<file path="src/hw/rtl/grpc_pkg.sv">
// Shared constants for the greedy relaxed-plan cost core.
// Used by grpc_cell and greedy_relaxed_plan_cost_core; no dependencies.
package grpc_pkg;

	localparam int DATA_W    = 64;  // width of masks and of the config data port
	localparam int IDX_W     = 8;   // width of the op_index field
	localparam int OPCOST_W  = 16;  // width of one operator cost
	localparam int COST_W    = 24;  // width of the accumulated plan cost
	localparam int COUNT_W   = 9;   // width of the operator_count register
	localparam int CFG_IDX_W = 1;

	localparam logic OPC_LOAD  = 1'b0;
	localparam logic OPC_START = 1'b1;

	localparam logic [CFG_IDX_W-1:0] REG_GOAL  = 1'b0;
	localparam logic [CFG_IDX_W-1:0] REG_COUNT = 1'b1;

	localparam logic [COST_W-1:0] COST_SAT = {COST_W{1'b1}};

endpackage

</file>
<file path="src/hw/rtl/grpc_cell.sv">
// One operator slot of the rotating operator ring.
// Depends on grpc_pkg for field widths.
module grpc_cell #(
	parameter int NUM_PROPS = 64,
	parameter int IDX       = 0
) (
	input  logic                          clk,
	input  logic                          load_en,
	input  logic [grpc_pkg::IDX_W-1:0]    load_index,
	input  logic [NUM_PROPS-1:0]          load_pre,
	input  logic [NUM_PROPS-1:0]          load_eff,
	input  logic [grpc_pkg::OPCOST_W-1:0] load_cost,
	input  logic                          shift_en,
	input  logic [NUM_PROPS-1:0]          nxt_pre,
	input  logic [NUM_PROPS-1:0]          nxt_eff,
	input  logic [grpc_pkg::OPCOST_W-1:0] nxt_cost,
	output logic [NUM_PROPS-1:0]          pre,
	output logic [NUM_PROPS-1:0]          eff,
	output logic [grpc_pkg::OPCOST_W-1:0] cost
);

	logic [NUM_PROPS-1:0]          pre_q;
	logic [NUM_PROPS-1:0]          eff_q;
	logic [grpc_pkg::OPCOST_W-1:0] cost_q;
	logic                          hit;

	// loads only happen while the ring is aligned, so slot IDX holds operator IDX
	assign hit = load_en && ({2'b00, load_index} == 10'(IDX));

	always_ff @(posedge clk) begin
		if (shift_en) begin
			pre_q  <= nxt_pre;
			eff_q  <= nxt_eff;
			cost_q <= nxt_cost;
		end else if (hit) begin
			pre_q  <= load_pre;
			eff_q  <= load_eff;
			cost_q <= load_cost;
		end
	end

	assign pre  = pre_q;
	assign eff  = eff_q;
	assign cost = cost_q;

endmodule

</file>
<file path="config.mk">
export PLATFORM = sky130hd
export DESIGN_NAME = grpc_cell
export DESIGN_NICKNAME = d
export VERILOG_FILES = /design/src/hw/rtl/grpc_pkg.sv /design/src/hw/rtl/grpc_cell.sv
export SDC_FILE = /design/constraint.sdc
export NUM_CORES = 1
export LEC_CHECK = 0
export ABC_AREA = 1
export BUFFER_PORTS_ARGS = -buffer_cell sky130_fd_sc_hd__buf_4
export CAP_MARGIN = 20
export CORE_AREA = 5 5 171 173
export CTS_CLUSTER_SIZE = 8
export DETAILED_ROUTE_END_ITERATION = 7
export DIE_AREA = 0 0 176 178
export GPL_TIMING_DRIVEN = 0
export PLACE_DENSITY = 0.46
export SYNTH_ARGS = -nofsm -noshare
export SYNTH_HDL_FRONTEND = slang
export SYNTH_SLANG_ARGS = --single-unit
</file>
<file path="constraint.sdc">
create_clock -name clk -period 5.85 [get_ports clk]
set_input_delay 1.17 -clock clk [delete_from_list [all_inputs] [get_ports clk]]
set_output_delay 1.17 -clock clk [all_outputs]
set_load 0.02 [all_outputs]
</file>
==> flow_metrics.py <==
metrics = {
    "global_route": {
        "grt_pass1_vias": 6078,
        "antenna_found_initial": 1,
        "grt_pass1_wl_um": 36800,
        "grt_max_degree": 57,
        "gr-total-overflow": 0,
        "grt_use_total_pct": 15.8,
    },
    "sta": {
        "hold_viol_final": 0,
        "worst_pin_slew_ns": 0.650,
        "final.setup.tns_ns": 0,
        "rsz0062_at_grt": "false",
        "period_minus_slack_ns": 2.50,
        "slew_violations": 0,
        "slew_headroom_pct": 56.6,
        "fmax_mhz": 400,
        "fin_ws_ns": 3.35,
        "setup_viol": 0,
        "fin_crit_sh_pct": 42.7,
        "holdWs_ns": 1.01,
    },
    "yosys": {
        "synth_xor_area_share_pct": 0,
        "syn-cell-area_sq_mm": 0.00618,
        "synth_top_family_by_area": "simple AND/OR/NAND/NOR gates",
        "synth.area.top_cells": "edfxtp_1 70%, nand2_1 26%, buf_2 1.6%",
        "yosysWarnings": 0,
        "synth_area_leader_cell": "edfxtp_1",
        "synth_cell_types": 10,
        "synth_nets": 918,
        "synthAdderAreaFrac_pct": 0,
        "yosysSeqAreaShare_pct": 70.0,
        "synth_compound_area_share_pct": 0,
        "synthMuxAreaShare_pct": 0,
        "synth_cells": 619,
        "synth_top_area_share_pct": 70.0,
        "ys_ff_latch": 144,
        "syn-mean-instance-area_sq_um": 9.98,
        "synth_simple_gate_area_share_pct": 26.8,
    },
    "setup_path": {
        "worstPathArrival_ns": 2.59,
        "end_kind": "flop",
        "startpoint_type": "input pin",
        "crit_required_ns": 5.94,
        "path_class": "in2reg",
        "worstPathMaxFanout": 56,
    },
    "clock_network": {
        "cts_hold_buffers": 0,
        "cts_buffers": 17,
        "cts.sinks": 144,
        "htreeDepth": 4,
        "tritoncts": "done",
        "clkTransAtPathRegs_ns": 0.07,
        "clockRootBuffer": "clkbuf_16",
        "cts.path.max_buffers": 2,
        "cts_resized": 0,
        "post_cts_buffers": 0,
    },
    "layout": {
        "nets": 1380,
        "n_antenna_cell": 0,
        "fin_cells": 1438,
        "drive_gt1_share_pct": 46.2,
        "area_delta_synth_final_pct": 71.1,
    },
    "power": {
        "peakVddDrop_mv": 0.159,
        "p_leak_nw": 5.25,
        "total_power_mw": 3.01,
        "p_per_area_mw_per_mm2": 284,
    },
    "route": {
        "vias": 5833,
        "vias_per_cell": 4.06,
        "drt_iter0_markers": 230,
        "ant_nets": 0,
        "wire_per_inst_um": 18.1,
        "drt-total-wl_um": 26000,
        "drc": 0,
        "firstDrtPassIters": 4,
    },
    "placement": {
        "gp_congestion": 0.821,
        "pre_cts_ws_ns": 2.85,
        "dpl.hpwl_um": 20600,
        "place_inst": 1408,
        "port_buffers": 441,
    },
    "floorplan": {
        "rows": 61,
        "initial_utilization_pct": 22.5,
        "pin_count": 443,
        "die_width_um": 176,
        "core_area_sq_mm": 0.0275,
        "die_h_um": 178,
        "die_area_sq_mm": 0.0313,
    },
    "outcome": {
        "run_status": "complete, no violations",
    },
    "flow_run": {
        "max_cap_viol_count": 0,
    },
    "min_path": {
        "hp-class": "in2reg",
    },
}
## critical path, cell delays in order
cell and delay [ns]:
buf_4 0.18, inv_4 0.11, buf_2 0.21, nand2_4 0.49, buf_16 0.34
## power by group
| group | switching, mW | internal (mW) | total (mW) |
|---|---|---|---|
| registers | 0.0255 | 1.25 | 1.27 |
| clock network | 0.473 | 0.671 | 1.14 |
| logic | 0.307 | 0.283 | 0.590 |
## per-layer routing
layer,GRT usage (%),share of wire [%],vias up
met2,28.0,51,298
li1,-,-,2907
met3,6.72,10,36
met4,5.56,2.7,2
met5,0,0.050,-
met1,16.9,37,2590
## layout make-up
| class | count | area [sq um] |
|---|---|---|
| Fill cell | 2866 | 16900 |
| Timing Repair Buffer | 443 | 3370 |
| Clock buffer | 18 | 429 |
| Buffer | 31 | 183 |
| Clock inverter | 12 | 160 |
| Multi-Input combinational cell | 441 | 1670 |
| Sequential cell | 144 | 4320 |
| Inverter | 3 | 13.8 |
| Tap cell | 346 | 433 |
## sequential cells by signal, indices dropped and copies added (netlist names)
| register | flops |
|---|---|
| cost | 16 |
| eff | 64 |
| pre | 64 |
## cell families after synthesis
logic type / Yosys count
buf+inv: 34
flops: 144
simple gates: 441
## Yosys cell counts
library cell,instances
buf_4,9
buf_6,1
inv_1,2
nor2_1,4
edfxtp_1,144
nand2_1,436
inv_4,1
and2_0,1
buf_2,20
clkbuf_1,1
## cell usage in the layout (no fill, tap or decap)
cell / instances
inv_1: 2
clkinvlp_4: 4
and2_0: 1
clkbuf_16: 17
bufinv_16: 3
buf_6: 1
inv_4: 1
clkinv_2: 1
clkinv_4: 1
nor2_1: 4
edfxtp_1: 144
buf_16: 2
buf_4: 450
buf_2: 20
inv_6: 3
nand2_1: 435
nand2_4: 1
clkbuf_1: 2
## per-stage QoR
stage          utilization, %  area (sq um)
4_1_cts                  38.5         10600
3_3_place_gp             36.1          9920
5_1_grt                  38.5         10600
3_5_place_dp             36.3          9980
2_1_floorplan               -          6180
6_report                 38.5         10600
## final timing paths
kind,startpoint,end,depth (start not counted)
worst max-delay path,shift_en,pre[27],5
worst min-delay path,load_pre[13],pre[13],3
Power figures use the tool's default switching activity.
